File: src/kfi_div.sv
// ----------------------------------------------------------------------------
// kfi_div: restoring divider for the Q0.16 blend weight
// Computes floor(num * 65536 / den) one quotient bit per cycle, saturated.
// ----------------------------------------------------------------------------
module kfi_div (
  input  logic        clk,
  input  logic        rst_n,
  input  logic        start,
  input  logic [31:0] num,
  input  logic [31:0] den,
  output logic        busy,
  output logic [15:0] quo
);

  logic [32:0] rem_r,  rem_nxt;
  logic [15:0] quo_r,  quo_nxt;
  logic [4:0]  cnt_r,  cnt_nxt;
  logic        busy_r, busy_nxt;
  logic [32:0] shl;

  // One restoring step per cycle.
  always_comb begin
    rem_nxt  = rem_r;
    quo_nxt  = quo_r;
    cnt_nxt  = cnt_r;
    busy_nxt = busy_r;
    shl      = {rem_r[31:0], 1'b0};
    if (start) begin
      busy_nxt = 1'b1;
      cnt_nxt  = 5'd0;
      rem_nxt  = {1'b0, num};
      quo_nxt  = '0;
      if (num >= den) begin
        // Weight saturates at its largest value.
        busy_nxt = 1'b0;
        quo_nxt  = 16'hFFFF;
      end
    end else if (busy_r) begin
      if (shl >= {1'b0, den}) begin
        rem_nxt = shl - {1'b0, den};
        quo_nxt = {quo_r[14:0], 1'b1};
      end else begin
        rem_nxt = shl;
        quo_nxt = {quo_r[14:0], 1'b0};
      end
      cnt_nxt = cnt_r + 5'd1;
      if (cnt_r == 5'd15) begin
        busy_nxt = 1'b0;
      end
    end
  end

  always_ff @(posedge clk) begin
    if (!rst_n) begin
      busy_r <= 1'b0;
      cnt_r  <= '0;
    end else begin
      busy_r <= busy_nxt;
      cnt_r  <= cnt_nxt;
    end
  end

  always_ff @(posedge clk) begin
    rem_r <= rem_nxt;
    quo_r <= quo_nxt;
  end

  assign busy = busy_r;
  assign quo  = quo_r;

endmodule

File: config.mk
export PLATFORM = sky130hd
export DESIGN_NAME = kfi_div
export DESIGN_NICKNAME = d
export VERILOG_FILES = /design/src/kfi_div.sv
export SDC_FILE = /design/constraint.sdc
export NUM_CORES = 1
export LEC_CHECK = 0
export BUFFER_PORTS_ARGS = -buffer_cell sky130_fd_sc_hd__buf_2
export CORE_MARGIN = 5
export CORE_UTILIZATION = 40
export CTS_CLUSTER_DIAMETER = 40
export DETAILED_ROUTE_END_ITERATION = 7
export SLEW_MARGIN = 5
export SYNTH_ARGS = -nofsm -noshare
export SYNTH_HDL_FRONTEND = slang
export SYNTH_SLANG_ARGS = --single-unit
File: constraint.sdc
create_clock -name clk -period 3 [get_ports clk]
set_input_delay 0.6 -clock clk [delete_from_list [all_inputs] [get_ports clk]]
set_output_delay 0.6 -clock clk [all_outputs]
set_load 0.02 [all_outputs]
After elaboration in Yosys (flattened, before gate mapping)
Index checks and enable logic that the tools add are counted.
W data, S select, Z words.
- order comparisons: 2
- reduce and logical (&&, ||, !) cells: 2
- $add $sub $neg: 2
- muxes and demuxes: 11
- bitwise operators: 1
- equal/unequal tests: 1
- operators with widths (operator ; count):
    $mux W32 ; 3
    $mux W16 ; 3
    $ge A33 B32 Y1 ; 1
    $ge A32 B32 Y1 ; 1
    $sub A32 B32 Y32 ; 1
    $add A5 B1 Y5 const B ; 1
    $eq A5 B4 Y1 const B ; 1
    $mux W1 ; 5
    $reduce_bool A2 Y1 ; 1
    $reduce_or A2 Y1 ; 1
    $not A1 Y1 ; 1
- output and inout bits: 17
- register bits after elaboration: 54
- bits of input ports: 67

Logic depth before layout (Yosys ltp)
- depth in word-level cells: 4
- mapped depth: 13

Least setup slack after synthesis
OpenSTA, ideal clock, no wires.
- path type: input to register
- start: input den[4]
- end: register rem_r[24] (data pin)
- buffers on the path: 2
- required time: 2.735 ns
- path slack: 0.038 ns
- cell stages on the path: 12
- data arrival time: 2.697 ns
- cell sequence: inv_1 -> ha_1 -> buf_2 -> a21o_1 -> a221oi_2 -> and2_4 -> o211ai_4 -> a21oi_4 -> a21oi_1 -> buf_6 -> and4_1 -> or3_1
- word-level cells in the longest chain between the ends: 4
- RTL lines (item ; line ; text):
    start, declared ; 10 ; input logic [31:0] den,
    $sub A32 B32 Y32 / $ge A33 B32 Y1 (equally long branches) ; 40, 39 ;
    $mux W32 (*) ; 39 ; if (shl >= {1'b0, den}) begin
    $mux W32 (*) ; 38 ; end else if (busy_r) begin
    $mux W32 (*) ; 28 ; if (start) begin
    net rem_nxt[24] ; 15 ; logic [32:0] rem_r, rem_nxt;
    end signal, assigned ; 64 ; rem_r <= rem_nxt;
    end, declared ; 15 ;
The timed path passes the listed nets; every way through them passes the cells marked *. The select of a mux whose other input is x is not followed.
A chain may end at the register's enable or synchronous reset.

Final worst setup path
- start: register rem_r[21]
- end: register rem_r[24] (data pin)
- word-level cells in the longest chain between the ends: 4
- RTL lines (item ; line):
    $sub A32 B32 Y32 / $ge A33 B32 Y1 (equally long branches) ; 40, 39
    $mux W32 (*) ; 39
    $mux W32 (*) ; 38
    $mux W32 (*) ; 28
    net rem_nxt[24] ; 15
Marked as above.

==> impl_metrics.yaml <==
run_status:
  outcome: "finished clean"
synth:
  syn_nets: 740
  async_reset_ff_frac: 0
  netlist_instances: 606
  ys_seq_elements: 54
  synth-edff-count: 48
  yosysSeqAreaShare: 0.2984
  syn-cell-area_mm2: 0.005234
  yosysWarnings: 0
  synth_cell_types: 63
  synthFlopType: "edfxtp_1"
  syn_avg_cell_area_um2: 8.637
timing:
  hold_violations: 0
  setup_viol: 0
  rsz0062_at_grt: "true"
  max_slew.worst_pin.slew_ns: 0.5866
  period_share: 0.9951
  fmaxAchievable_mhz: 335.0
  slew_violations: 0
  skew_ns: 0.005561
  fin_crit_ns: 2.985
  fin_hold_ws_ns: 0.4954
  slew_headroom: 0.6053
  setup-tns-final_ns: 0
routing:
  drt_pass1_iterations: 5
  ant_nets: 0
  avgRoutedWirePerCell_um: 16.27
  drc: 0
  routed-via-count: 5017
  drt-vias-per-instance: 5.395
  drt-total-wl_mm: 15.14
  drtIter0Drc: 295
clock_network:
  cts_max_level: 2
  cts-root-buf: "clkbuf_16"
  ctsHoldBuffers: 0
  clock_path_buffers: 2
  numClockSinks: 54
  numCtsBuffers: 5
  cts_tree: "yes"
  clk_latency_ns: 0.31
  cts.clk_slew.worst_paths_ns: 0.08
  cts_setup_buffers: 0
critical_path:
  critical_path.startpoint: "rem_r[21]$_DFFE_PP_"
  slowest_delay_ns: 0.44
  endpoint: "rem_r[24]$_DFFE_PP_"
  end_kind: "flop"
  critPathBufInv: 0
  crit_type: "flop to flop"
  crit_slowest_cell: "edfxtp_1"
  required_ns: 3.06
  cp_top_family: "compound AO/OA/AOI/OAI gates"
  cp.depth: 9
  worstPathArrival_ns: 3.04
  crit_chain: "ha_1 -> a211oi_1 -> o211ai_1 -> a41oi_1 -> o21ai_0 -> a21oi_4 -> a21o_2 -> nor4_1 -> or3_1"
  critPathMaxFanout: 7
  timing.rr.start: "rem_r[21]$_DFFE_PP_"
  cp-start-kind: "flop"
  r2r-end: "rem_r[24]$_DFFE_PP_"
  rr_worst_depth: 9
  rrSetupSlack_ns: 0.01
cells_and_area:
  nNetsFinal: 891
  num_antenna_cells: 0
  syn_to_final_growth_pct: 27.04
  fillers: 1259
  drive_gt1_frac: 0.2757
global_route:
  grt_pass1_vias: 5114
  overflow: 0
  antenna_found_initial: 0
  grt_pass1_wl_mm: 24.63
  track_usage: 0.1900
  grt_max_degree: 34
placed_design:
  port_buffers: 83
  gp_congestion: 0.9924
  hpwl_mm: 12.08
floorplanning:
  row_count: 41
  die_w_um: 124.4
  num_io_pins: 84
  core_area_mm2: 0.01272
  die_h_um: 124.4
  start_util: 0.4114
  fp.dieArea_mm2: 0.01547
job:
  cap_violations: 0
power:
  power.density_mw_per_mm2: 654.3
  vdd_ir_drop_max_mv: 0.2755
  leakage_uw: 0.003203
  p_total_uw: 4350
worst_hold_path:
  hold_path.class: "flop to flop"
cells in the final DEF, fill, tap and decap left out, drive strengths merged, types with 4 or more instances in the layout:
master	count
inv	58
dfxtp	6
mux2i	15
edfxtp	48
and3	9
a21oi	42
nor4	4
nand2	62
ha	66
o31ai	6
and2	5
a21o	28
a2bb2oi	7
a211oi	5
o21a	4
o21bai	5
a31oi	15
o211ai	5
clkbuf	5
nor2	29
xor2	13
o21ai	53
xnor2	13
nand3	9
or3	7
buf	173
nand4	13
nor3	10
nand2b	7
power by group:
part	internal (µW)	switching (µW)
sequential	1030	89.9
combinational	1230	1370
clock	319	315
logic make-up (layout without fill, tap and decap cells):
logic type / Yosys count / after routing / synth area share
compound gates: 191 / 191 / 0.2388
simple gates: 167 / 167 / 0.1578
buf+inv: 85 / 237 / 0.06909
fa+ha+maj: 67 / 67 / 0.1616
flops: 54 / 54 / 0.2984
xor+xnor: 26 / 26 / 0.04351
mux: 16 / 16 / 0.03084
synthesized netlist by cell type, types with 8 or more instances:
cell | count | area (µm²)
a21o_1 | 28 | 210.2
a21oi_1 | 41 | 205.2
a31oi_1 | 15 | 93.84
and3_1 | 8 | 50.05
buf_2 | 9 | 45.04
clkbuf_1 | 13 | 48.80
edfxtp_1 | 48 | 1441
ha_1 | 66 | 825.8
inv_1 | 56 | 210.2
mux2i_1 | 15 | 150.1
nand2_1 | 61 | 229.0
nand3_1 | 9 | 45.04
nand4_1 | 13 | 81.33
nor2_1 | 29 | 108.9
nor3_1 | 10 | 50.05
o21ai_0 | 52 | 260.3
xnor2_1 | 13 | 113.9
xor2_1 | 13 | 113.9
metal layers:
metal / track usage / wire [µm] / share of wire
met1: 0.2562 / 7064 / 0.47
met4: 0.05932 / 302 / 0.020
met3: 0.02530 / 676 / 0.045
met5: 0 / 0 / 0
met2: 0.3158 / 7093 / 0.47
layout make-up:
class	instances	area [µm²]	area share
clock buffer	5	125.1	0.01882
inverter	56	210.2	0.03161
tap	172	215.2	0.03237
sequential	54	1562	0.2349
clock inverter	3	26.28	0.003952
timing repair buffer	173	1129	0.1697
multi-input combinational	467	3382	0.5087
through the flow:
step	utilization	setup WS [ns]	std cells	cell area, µm²
floorplan	-	0.03804	606	5234
global placement	0.5056	-0.2702	922	6432
detailed placement	0.5056	-0.2758	922	6432
CTS	0.5175	0.002674	930	6584
global route	0.5226	-0.01981	930	6649
finish	0.5226	0.01463	930	6649
worst min path at each step:
stage / startpoint / endpoint / slack [ns] / cells past startpoint
after floorplan: cnt_r[4]$_SDFFE_PP0P_ / cnt_r[4]$_SDFFE_PP0P_ / 0.46 / 2
after global placement: cnt_r[4]$_SDFFE_PP0P_ / cnt_r[4]$_SDFFE_PP0P_ / 0.47 / 2
after detailed placement: cnt_r[4]$_SDFFE_PP0P_ / cnt_r[4]$_SDFFE_PP0P_ / 0.49 / 2
after CTS: cnt_r[4]$_SDFFE_PP0P_ / cnt_r[4]$_SDFFE_PP0P_ / 0.50 / 2
after global routing: cnt_r[4]$_SDFFE_PP0P_ / cnt_r[4]$_SDFFE_PP0P_ / 0.53 / 2
final: cnt_r[4]$_SDFFE_PP0P_ / cnt_r[4]$_SDFFE_PP0P_ / 0.50 / 2
worst reg2reg max path: cells and delay by family (launching register included):
kind / cells / cell delay, ns
and+or+nand+nor: 2 / 0.47
DFF: 1 / 0.44
adders and majority gates: 1 / 0.38
AOI/OAI and AO/OA: 6 / 1.46
flip-flops by register name (all words and copies together) (netlist names):
register	count
rem_r	32
cnt_r	5
quo	16
busy	1
what timing repair did:
| item | 4_1_cts | 5_1_grt |
|---|---|---|
| endpoints found under the hold margin | 0 | 0 |
| setup endpoints to repair | 0 | 43 |
| gates resized for setup | 0 | 16 |
Power figures use the tool's default switching activity.
