$ cat config.mk
export PLATFORM = sky130hd
export DESIGN_NAME = kfi_cell
export DESIGN_NICKNAME = d
export VERILOG_FILES = /design/src/kfi_pkg.sv /design/src/kfi_cell.sv
export SDC_FILE = /design/constraint.sdc
export NUM_CORES = 1
export LEC_CHECK = 0
export BUFFER_PORTS_ARGS = -buffer_cell sky130_fd_sc_hd__buf_2
export CORE_AREA = 2 2 406 408
export CTS_CLUSTER_SIZE = 28
export DETAILED_ROUTE_END_ITERATION = 12
export DIE_AREA = 0 0 408 410
export PLACE_DENSITY = 0.38
export SLEW_MARGIN = 15
export SYNTH_ARGS = -nofsm -noshare
export SYNTH_HDL_FRONTEND = slang
export SYNTH_SLANG_ARGS = --single-unit
$ cat constraint.sdc
create_clock -name clk -period 58.6 [get_ports clk]
set_input_delay 17.58 -clock clk [delete_from_list [all_inputs] [get_ports clk]]
set_output_delay 17.58 -clock clk [all_outputs]
set_load 0.05 [all_outputs]
$ cat src/kfi_pkg.sv
// ----------------------------------------------------------------------------
// kfi_pkg: shared types and constants for the camera keyframe interpolator
// Key record, search token and controller states used across the block.
// ----------------------------------------------------------------------------
package kfi_pkg;

  // Largest table depth supported by default.
  localparam int KFI_MAX_KEYS = 64;

  // Number of blended fields per key.
  localparam int KFI_NFLD = 5;

  // Input operation codes.
  localparam logic KFI_OP_WRITE  = 1'b0;
  localparam logic KFI_OP_SAMPLE = 1'b1;

  // One camera key: time plus x, y, z, yaw, pitch.
  typedef struct packed {
    logic [31:0]                    time_v;
    logic [KFI_NFLD-1:0][31:0]      fld;
  } key_t;

  // Search token that walks down the cell row.
  typedef struct packed {
    logic        valid;
    logic [31:0] t;
    key_t        e;
    key_t        l;
    logic        done;
    logic        zero;
    logic        lo;
  } token_t;

  // Controller states.
  typedef enum logic [2:0] {
    ST_IDLE,
    ST_SEARCH,
    ST_DIV,
    ST_MUL,
    ST_ADD,
    ST_OUT
  } state_t;

endpackage

$ cat src/kfi_cell.sv
// ----------------------------------------------------------------------------
// kfi_cell: one slot of the key table
// Holds one key and updates the passing search token with it.
// ----------------------------------------------------------------------------
module kfi_cell #(
  parameter int IDX = 0,
  parameter int IW  = 6
) (
  input  logic               clk,
  input  logic               rst_n,
  input  logic               wr_en,
  input  logic [5:0]         wr_idx,
  input  kfi_pkg::key_t      wr_key,
  input  logic [IW-1:0]      last,
  input  kfi_pkg::token_t    tok_in,
  output kfi_pkg::token_t    tok_out
);

  kfi_pkg::key_t   key_r;
  kfi_pkg::token_t tok_r;
  kfi_pkg::token_t tok_nxt;

  // Key storage, written when the broadcast index matches this slot.
  always_ff @(posedge clk) begin
    if (wr_en && (int'(wr_idx) == IDX)) begin
      key_r <= wr_key;
    end
  end

  // Token update: clamp at the ends, otherwise advance the earlier key or set the later one.
  always_comb begin
    tok_nxt = tok_in;
    if (IDX == 0) begin
      if ((last == '0) || (tok_in.t <= key_r.time_v)) begin
        tok_nxt.e    = key_r;
        tok_nxt.zero = 1'b1;
        tok_nxt.done = 1'b1;
        tok_nxt.lo   = 1'b1;
      end else begin
        tok_nxt.e = key_r;
      end
    end else if ((IDX <= int'(last)) && !tok_in.lo) begin
      if ((IDX == int'(last)) && (tok_in.t >= key_r.time_v)) begin
        tok_nxt.e    = key_r;
        tok_nxt.zero = 1'b1;
        tok_nxt.done = 1'b1;
      end else if (!tok_in.done) begin
        if ((IDX < int'(last)) && (key_r.time_v <= tok_in.t)) begin
          tok_nxt.e = key_r;
        end else begin
          tok_nxt.l    = key_r;
          tok_nxt.done = 1'b1;
        end
      end
    end
  end

  // Token register toward the next cell.
  always_ff @(posedge clk) begin
    if (!rst_n) begin
      tok_r.valid <= 1'b0;
    end else begin
      tok_r.valid <= tok_nxt.valid;
    end
  end

  always_ff @(posedge clk) begin
    tok_r.t    <= tok_nxt.t;
    tok_r.e    <= tok_nxt.e;
    tok_r.l    <= tok_nxt.l;
    tok_r.done <= tok_nxt.done;
    tok_r.zero <= tok_nxt.zero;
    tok_r.lo   <= tok_nxt.lo;
  end

  assign tok_out = tok_r;

endmodule

# ---- Word level (Yosys, flattened, before mapping)
# Cells that the tools add are included.
dict set report op_classes {
  n_addsub 0
  multipliers 0
  n_eq_ne 0
  n_shift 0
  reduce_logical 4
  bitwise 0
  n_div 0
  muxes 0
  order_cmp 1
}
# cell count
set op_table {}
lappend op_table {{$le A32 B32 Y1} 1}
lappend op_table {{$logic_not A6 Y1} 2}
lappend op_table {{$logic_and A1 B1 Y1} 1}
lappend op_table {{$logic_or A1 B1 Y1} 1}
dict set report totals {
  ram_bits 0
  rom_bits 0
  output_inout_bits 420
  latch_bits 0
  n_memories 0
  regBits 612
}

# ---- Longest topological paths before layout
# Gate-level depths: netlist of the first run.
dict set report logic_depth {
  word_depth 2
  ltp_mapped 7
  mapped_depth_nobuf 7
}

# ---- Worst setup path after synthesis of the first run
# No wires, ideal clock.
dict set report synth_timing {
  path_kind {input to register}
  from {in wr_idx[4]}
  to {reg key_r[0] in the netlist's numbering, enable pin}
  path_slack_ns 21.225
  stages 2
  required_ns 57.364
  t_arrival_ns 36.139
  n_path_buf 0
  cell_sequence {or4b_1 nor4_1}
}
dict set report synth_via {
  elab_chain_cells 2
}
# element line
set synth_lines {}
lappend synth_lines {{start: declaration} kfi_cell.sv:12} ;# input logic [5:0] wr_idx,
lappend synth_lines {{$logic_not A6 Y1} kfi_cell.sv:25} ;# if (wr_en && (int'(wr_idx) == IDX)) begin
lappend synth_lines {{$logic_and A1 B1 Y1} kfi_cell.sv:25}
lappend synth_lines {{end signal: assignment} kfi_cell.sv:26} ;# key_r <= wr_key;
lappend synth_lines {{end: declaration} kfi_cell.sv:19} ;# kfi_pkg::key_t key_r;
# No other way between the ends.
# A chain may end at the register's enable or synchronous reset.

# ---- Final worst setup path of the first run
dict set report layout_timing {
  from {in wr_idx[4]}
  to {reg key_r[84] in the netlist's numbering, enable pin}
}
# The elaborated chain is that of the path after synthesis.

==> results of run 1 <==
[logic make-up after synthesis]
kind of cell | share of synthesized area (%)
flip-flops | 94.0
buffers and inverters | 0.797
adder cells (fa/ha/maj) | 2.66
AND/OR/NAND/NOR | 1.39
AO/OA/AOI/OAI | 1.16
[layer usage]
metal	global-route usage (%)	vias up	share of wire (%)
li1	-	4450	-
met1	8.00	4357	40
met2	9.64	558	42
met3	4.59	120	14
met4	3.26	18	3.6
met5	0	-	0.19
[metrics by stage]
stage / power, mW / std cells / setup slack, ns / hold WS (ns)
after floorplan: 0.494 / 740 / 21.23 / 0.323
after global placement: 0.523 / 3787 / 37.65 / 0.323
after detailed placement: 0.523 / 3787 / 37.67 / 0.327
after CTS: 1.00 / 3924 / 38.44 / 0.298
after global routing: 1.02 / 3925 / 38.28 / 0.319
final: 0.974 / 3928 / 38.48 / 0.311
[cell type report]
type	count	area [sq um]
flip-flops and latches	612	14200
clock inverters	34	398
well taps	2189	2740
fillers	18300	139000
inverters	32	120
diodes	4	10.0
repair buffers	858	4300
clock buffers	103	2060
multi-input cells	96	791
[Yosys cell counts, types with 2 or more instances]
cell	instances
sky130_fd_sc_hd__nand2_1	5
sky130_fd_sc_hd__a22oi_1	3
sky130_fd_sc_hd__dfxtp_1	420
sky130_fd_sc_hd__ha_1	32
sky130_fd_sc_hd__a21oi_1	14
sky130_fd_sc_hd__nand3_1	6
sky130_fd_sc_hd__nand4_1	4
sky130_fd_sc_hd__and4_1	4
sky130_fd_sc_hd__nor4_1	2
sky130_fd_sc_hd__inv_1	32
sky130_fd_sc_hd__o21ai_0	4
sky130_fd_sc_hd__edfxtp_1	192
sky130_fd_sc_hd__a21o_1	4
sky130_fd_sc_hd__nor2_1	7
[path summary, 6_finish.rpt]
check | to | slack (ns) | depth (start not counted)
hold reg to reg | tok_out[289]$_DFF_P_ | 0.31 | 0
setup reg to reg | tok_out[1]$_SDFF_PP1_ | 56.23 | 7
hold / removal | tok_out[289]$_DFF_P_ | 0.31 | 0
setup / recovery | key_r[84]$_DFFE_PP_ | 38.48 | 6
[worst max-delay path, cell delays in order]
cell                     delay, ns
sky130_fd_sc_hd__buf_2        0.09
sky130_fd_sc_hd__or4b_1       0.52
sky130_fd_sc_hd__nor4_2       0.15
sky130_fd_sc_hd__buf_4        0.60
sky130_fd_sc_hd__buf_4        0.56
sky130_fd_sc_hd__buf_4        0.79
[power groups by stage]
| stage | Sequential (mW) | Clock [mW] | Combinational, mW |
|---|---|---|---|
| floorplan | 0.492 | 0 | 0.00233 |
| global placement | 0.460 | 0 | 0.0635 |
| detailed placement | 0.460 | 0 | 0.0636 |
| CTS | 0.451 | 0.486 | 0.0637 |
| global route | 0.451 | 0.502 | 0.0659 |
| finish | 0.450 | 0.461 | 0.0627 |
[registers in the layout, indices dropped and copies added, names as in the netlist]
| name | count |
|---|---|
| key_r | 192 |
| tok_out | 420 |
==> metrics.csv, run 1 <==
metric,value,unit
internal portion of total power,0.732,mW
last weighted congestion value of the routability-driven placer,0.734,
unrepaired setup endpoints after global routing,no,
standard-cell rows,149,
CP endpoint kind,flop,
leading cell types by total area after synthesis,"sky130_fd_sc_hd__dfxtp_1 (56%), sky130_fd_sc_hd__edfxtp_1 (38%), sky130_fd_sc_hd__ha_1 (2.7%)",
TritonCTS clock tree,done,
average wire per cell in the routed design,15.1,um
post-layout min period,20.12,ns
Layout Cell Area excl Fill,24600,sq um
die span in x,408,um
most common library cell in the layout ignoring fill and taps,sky130_fd_sc_hd__buf_2,
Sink Count,612,
max-slew violation count,0,
worst hold start,key_r[94]$_DFFE_PP_,
share of the core filled with cells in the final layout,15.0,%
maximum fanout along the worst path,65,
clock slew seen by the registers of the worst setup and hold paths,0.06,ns
average instance area after synthesis,20.4,sq um
vias in the first global route,9800,
total grt overflow,0,
number of max-cap violations,0,
number of buffers inserted to repair setup after CTS,0,
kind of launch point of the worst setup path,input pin,
post-synthesis net count,1399,
arrival time at the worst endpoint,20.41,ns
total number of yosys warnings,0,
IO Count,1047,
sequential power share,46.2,%
pin slew with the least headroom to its limit,0.915,ns
antenna violations before repair,23,
sum of negative setup slack,0,ns
netlist area before placement,15100,sq um
worst min-delay path class,flop to flop,
async set-or-reset flop fraction in the synthesized netlist,0,%
Crit Reg-Reg Startpoint,key_r[180]$_DFFE_PP_,
residual antenna-violating net count after detailed routing,0,
Post-CTS Hold Buffers,0,
combinational share of power,6.4,%
Rel. slew slack,39.0,%
Total GRT Usage,6.89,%
number of hold violations in the final report,0,
launching element of the worst setup path,wr_idx[4],
Inserted Clock Buffers,74,
number of cells produced by synthesis,740,
largest area contributor in the synthesized netlist,sky130_fd_sc_hd__dfxtp_1,
synthesis-to-finish area growth,63.1,%
Final HPWL DP,47000,um
fin crit share,34.3,%
number of vias in the routed layout,9503,
area share of the largest cell type after synthesis,55.8,%
critical path start-end classification,input pin to flop,
root buffer cell,sky130_fd_sc_hd__clkbuf_16,
core area,163000,sq um
share of total power consumed by net switching,24.8,%
Pwr per Cell Area,39.6,nW/um^2
clock network latency to the later pin of the worst-skew pair,0.67,ns
initial standard-cell utilization of the core,9.22,%
deepest level of the CTS H-tree,3,
die footprint,167000,sq um
post-synthesis sequential element count,612,
leakage power summed over all cells,10.4,nW
leading register cell type out of synthesis,sky130_fd_sc_hd__dfxtp_1,
detailed-route vias per instance,2.42,
Clk network pwr share,47.3,%
number of flops mapped to enable cells by yosys,192,
clock tree skew after final layout,0.0292,ns
result of the run,"complete, no violations",
Post-CTS Resized,0,
die boundary height,410,um
nets@finish,2333,
number of setup violations in the final report,0,
largest net degree at the start of global routing,66,
maximum ir drop on the vdd rail,0.0201,mV
instance area at placement,22100,sq um
WP data required,58.89,ns
Port Buffers,854,
Switching Power,0.242,mW
number of DRC violations after detailed routing,0,
count of TritonRoute iterations in the first routing pass,7,
"commonest cells after routing, fill and taps aside","sky130_fd_sc_hd__buf_2 (854), sky130_fd_sc_hd__dfxtp_1 (420), sky130_fd_sc_hd__edfxtp_1 (192)",
maximum buffer depth of the clock tree,3,
iteration-0 DRC count of the detailed router,343,
distinct cell type count of the synthesized netlist,25,
f_max,49.7,MHz
register area share after synthesis,94.0,%
fraction of final layout cells sized beyond drive strength 1,56.0,%
global-route wire length before repair,78300,um
wire length reported by the detailed router,59500,um
(Power assumes the default switching activity.)
==> run 2, diff against run 1 <==
--- a/config.mk
+++ b/config.mk
@@ -5,12 +5,13 @@
 export SDC_FILE = /design/constraint.sdc
 export NUM_CORES = 1
 export LEC_CHECK = 0
+export ABC_AREA = 1
 export BUFFER_PORTS_ARGS = -buffer_cell sky130_fd_sc_hd__buf_2
 export CORE_AREA = 2 2 406 408
 export CTS_CLUSTER_SIZE = 28
 export DETAILED_ROUTE_END_ITERATION = 12
 export DIE_AREA = 0 0 408 410
-export PLACE_DENSITY = 0.38
+export PLACE_DENSITY = 0.39
 export SLEW_MARGIN = 15
 export SYNTH_ARGS = -nofsm -noshare
 export SYNTH_HDL_FRONTEND = slang
==> constraint.sdc (replaced) <==
create_clock -name clk -period 17 [get_ports clk]
set_input_delay 5.1 -clock clk [delete_from_list [all_inputs] [get_ports clk]]
set_output_delay 5.1 -clock clk [all_outputs]
set_load 0.05 [all_outputs]
==> metrics.csv, run 2 <==
metric,value,unit
max-slew violation count,0,
fin crit share,40.1,%
clock tree skew after final layout,0.0315,ns
"commonest cells after routing, fill and taps aside","sky130_fd_sc_hd__buf_2 (854), sky130_fd_sc_hd__dfxtp_1 (420), sky130_fd_sc_hd__edfxtp_1 (192)",
Port Buffers,854,
Place WS,9.43,ns
clock network latency to the later pin of the worst-skew pair,0.69,ns
Inserted Clock Buffers,73,
Fin Hold WS,0.314,ns
Layout Cell Area excl Fill,24700,sq um
synthesis-to-finish area growth,63.2,%
number of cells produced by synthesis,765,
overall power,3.38,mW
number of hold violations in the final report,0,
critical-path cell with the highest stage delay,sky130_fd_sc_hd__buf_4,
average instance area after synthesis,19.8,sq um
last weighted congestion value of the routability-driven placer,0.719,
core area,163000,sq um
global-route wire length before repair,76600,um
number of max-cap violations,0,
total number of yosys warnings,0,
TritonCTS clock tree,done,
Final HPWL DP,44900,um
die span in x,408,um
standard-cell rows,149,
leading cell types by total area after synthesis,"sky130_fd_sc_hd__dfxtp_1 (56%), sky130_fd_sc_hd__edfxtp_1 (38%), sky130_fd_sc_hd__ha_1 (2.6%)",
most common library cell in the layout ignoring fill and taps,sky130_fd_sc_hd__buf_2,
count of TritonRoute iterations in the first routing pass,4,
total grt overflow,0,
family with the most delay on the worst path,buffers and inverters,
unrepaired setup endpoints after global routing,no,
critical path start-end classification,input pin to flop,
register area share after synthesis,93.8,%
number of buffers inserted to repair setup after CTS,0,
smallest setup slack after layout,10.19,ns
distinct cell type count of the synthesized netlist,21,
wire length reported by the detailed router,57700,um
netlist area before placement,15100,sq um
die boundary height,410,um
IO Count,1047,
detailed-route vias per instance,2.41,
deepest level of the CTS H-tree,3,
WP data required,17.29,ns
area share of the largest cell type after synthesis,55.6,%
post-layout min period,6.81,ns
instance area at placement,22200,sq um
residual antenna-violating net count after detailed routing,0,
async set-or-reset flop fraction in the synthesized netlist,0,%
largest net degree at the start of global routing,89,
iteration-0 DRC count of the detailed router,363,
Commonest cells post-synth,"sky130_fd_sc_hd__dfxtp_1 (420), sky130_fd_sc_hd__edfxtp_1 (192), sky130_fd_sc_hd__inv_1 (40)",
worst min-delay path class,flop to flop,
Pwr per Cell Area,137,nW/um^2
number of vias in the routed layout,9539,
total buffers and inverters traversed by the critical path,3,
leakage power summed over all cells,10.5,nW
initial standard-cell utilization of the core,9.24,%
largest area contributor in the synthesized netlist,sky130_fd_sc_hd__dfxtp_1,
average wire per cell in the routed design,14.6,um
pin slew with the least headroom to its limit,0.822,ns
delay of the slowest cell on the worst path,0.77,ns
most common cell in the netlist,sky130_fd_sc_hd__dfxtp_1,
leading register cell type out of synthesis,sky130_fd_sc_hd__dfxtp_1,
fraction of final layout cells sized beyond drive strength 1,55.9,%
Placed Cells,3811,
root buffer cell,sky130_fd_sc_hd__clkbuf_16,
sum of negative setup slack,0,ns
Post-Layout Cell Count,3951,
maximum ir drop on the vdd rail,0.0729,mV
maximum fanout along the worst path,88,
Total GRT Usage,6.71,%
nets@finish,2356,
Post-CTS Hold Buffers,0,
share of the core filled with cells in the final layout,15.1,%
number of DRC violations after detailed routing,0,
result of the run,"complete, no violations",
Post-CTS Resized,0,
post-synthesis sequential element count,612,
antenna violations before repair,27,
f_max,147,MHz
clock slew seen by the registers of the worst setup and hold paths,0.06,ns
kind of launch point of the worst setup path,input pin,
Sink Count,612,
flip-flop count of the largest register after layout,420,
CP endpoint kind,flop,
maximum buffer depth of the clock tree,3,
vias in the first global route,9632,
Rel. slew slack,45.2,%
number of flops mapped to enable cells by yosys,192,
die footprint,167000,sq um
number of setup violations in the final report,0,
arrival time at the worst endpoint,7.10,ns
cells along the critical path,buf_2 > nor2_1 > nand3b_1 > nor4_4 > buf_12 > buf_4,
post-synthesis net count,1424,
-- run 2: cell count changes after synthesis, sizes merged, moves of 3 or more --
cell and change:
a21o -3, and4 -4, inv +11, nand2 +31
nand4 -3, nor2 +4, o21ai -3
-- run 2: worst paths after layout --
check / cells past startpoint / end / slack [ns] / start
worst min register to register: 0 / tok_out[331]$_DFF_P_ / 0.31 / key_r[136]$_DFFE_PP_
worst max-delay path: 6 / key_r[36]$_DFFE_PP_ / 10.19 / wr_idx[1]
worst max register to register: 9 / tok_out[2]$_SDFF_PP1_ / 15.19 / key_r[187]$_DFFE_PP_
worst min-delay path: 0 / tok_out[331]$_DFF_P_ / 0.31 / key_r[136]$_DFFE_PP_
-- run 2: logic make-up (layout without fill, tap and decap cells) --
| logic type | after synthesis | in the layout | synth area share [%] |
|---|---|---|---|
| buffers and inverters | 43 | 1036 | 1.07 |
| flip-flops | 612 | 612 | 93.8 |
| other | 0 | 4 | 0 |
| adder cells (fa/ha/maj) | 32 | 32 | 2.65 |
| AND/OR/NAND/NOR | 58 | 58 | 1.76 |
| AO/OA/AOI/OAI | 20 | 20 | 0.737 |
-- run 2: report_power, final --
part	total [mW]	internal (mW)	switching (mW)
registers	1.55	1.54	0.0129
logic	0.215	0.0600	0.155
clock network	1.61	0.928	0.679
-- run 2: worst reg2reg max path, delay by kind of cell, from the launching register on --
| family | cells | cell delay (ns) |
|---|---|---|
| buffers and inverters | 1 | 0.10 |
| AND/OR/NAND/NOR | 7 | 0.91 |
| flip-flops | 1 | 0.34 |
| adder cells (fa/ha/maj) | 1 | 0.31 |
-- run 2: layout make-up --
class                   count  area [sq um]
clock buffers             105          2110
flip-flops and latches    612         14200
diodes                      4          10.0
fillers                 18300        139000
multi-input cells         110           793
well taps                2189          2740
clock inverters            31           365
inverters                  43           161
repair buffers            857          4310
-- run 2: metal layers --
layer / routed length [um] / vias to the layer above / GRT usage (%) / part of all wire, %
met5: 130 / - / 0 / 0.23
met4: 1800 / 20 / 3.31 / 3.1
met3: 6510 / 111 / 3.57 / 11
met2: 24200 / 562 / 9.30 / 42
met1: 25100 / 4374 / 8.36 / 44
li1: - / 4472 / - / -
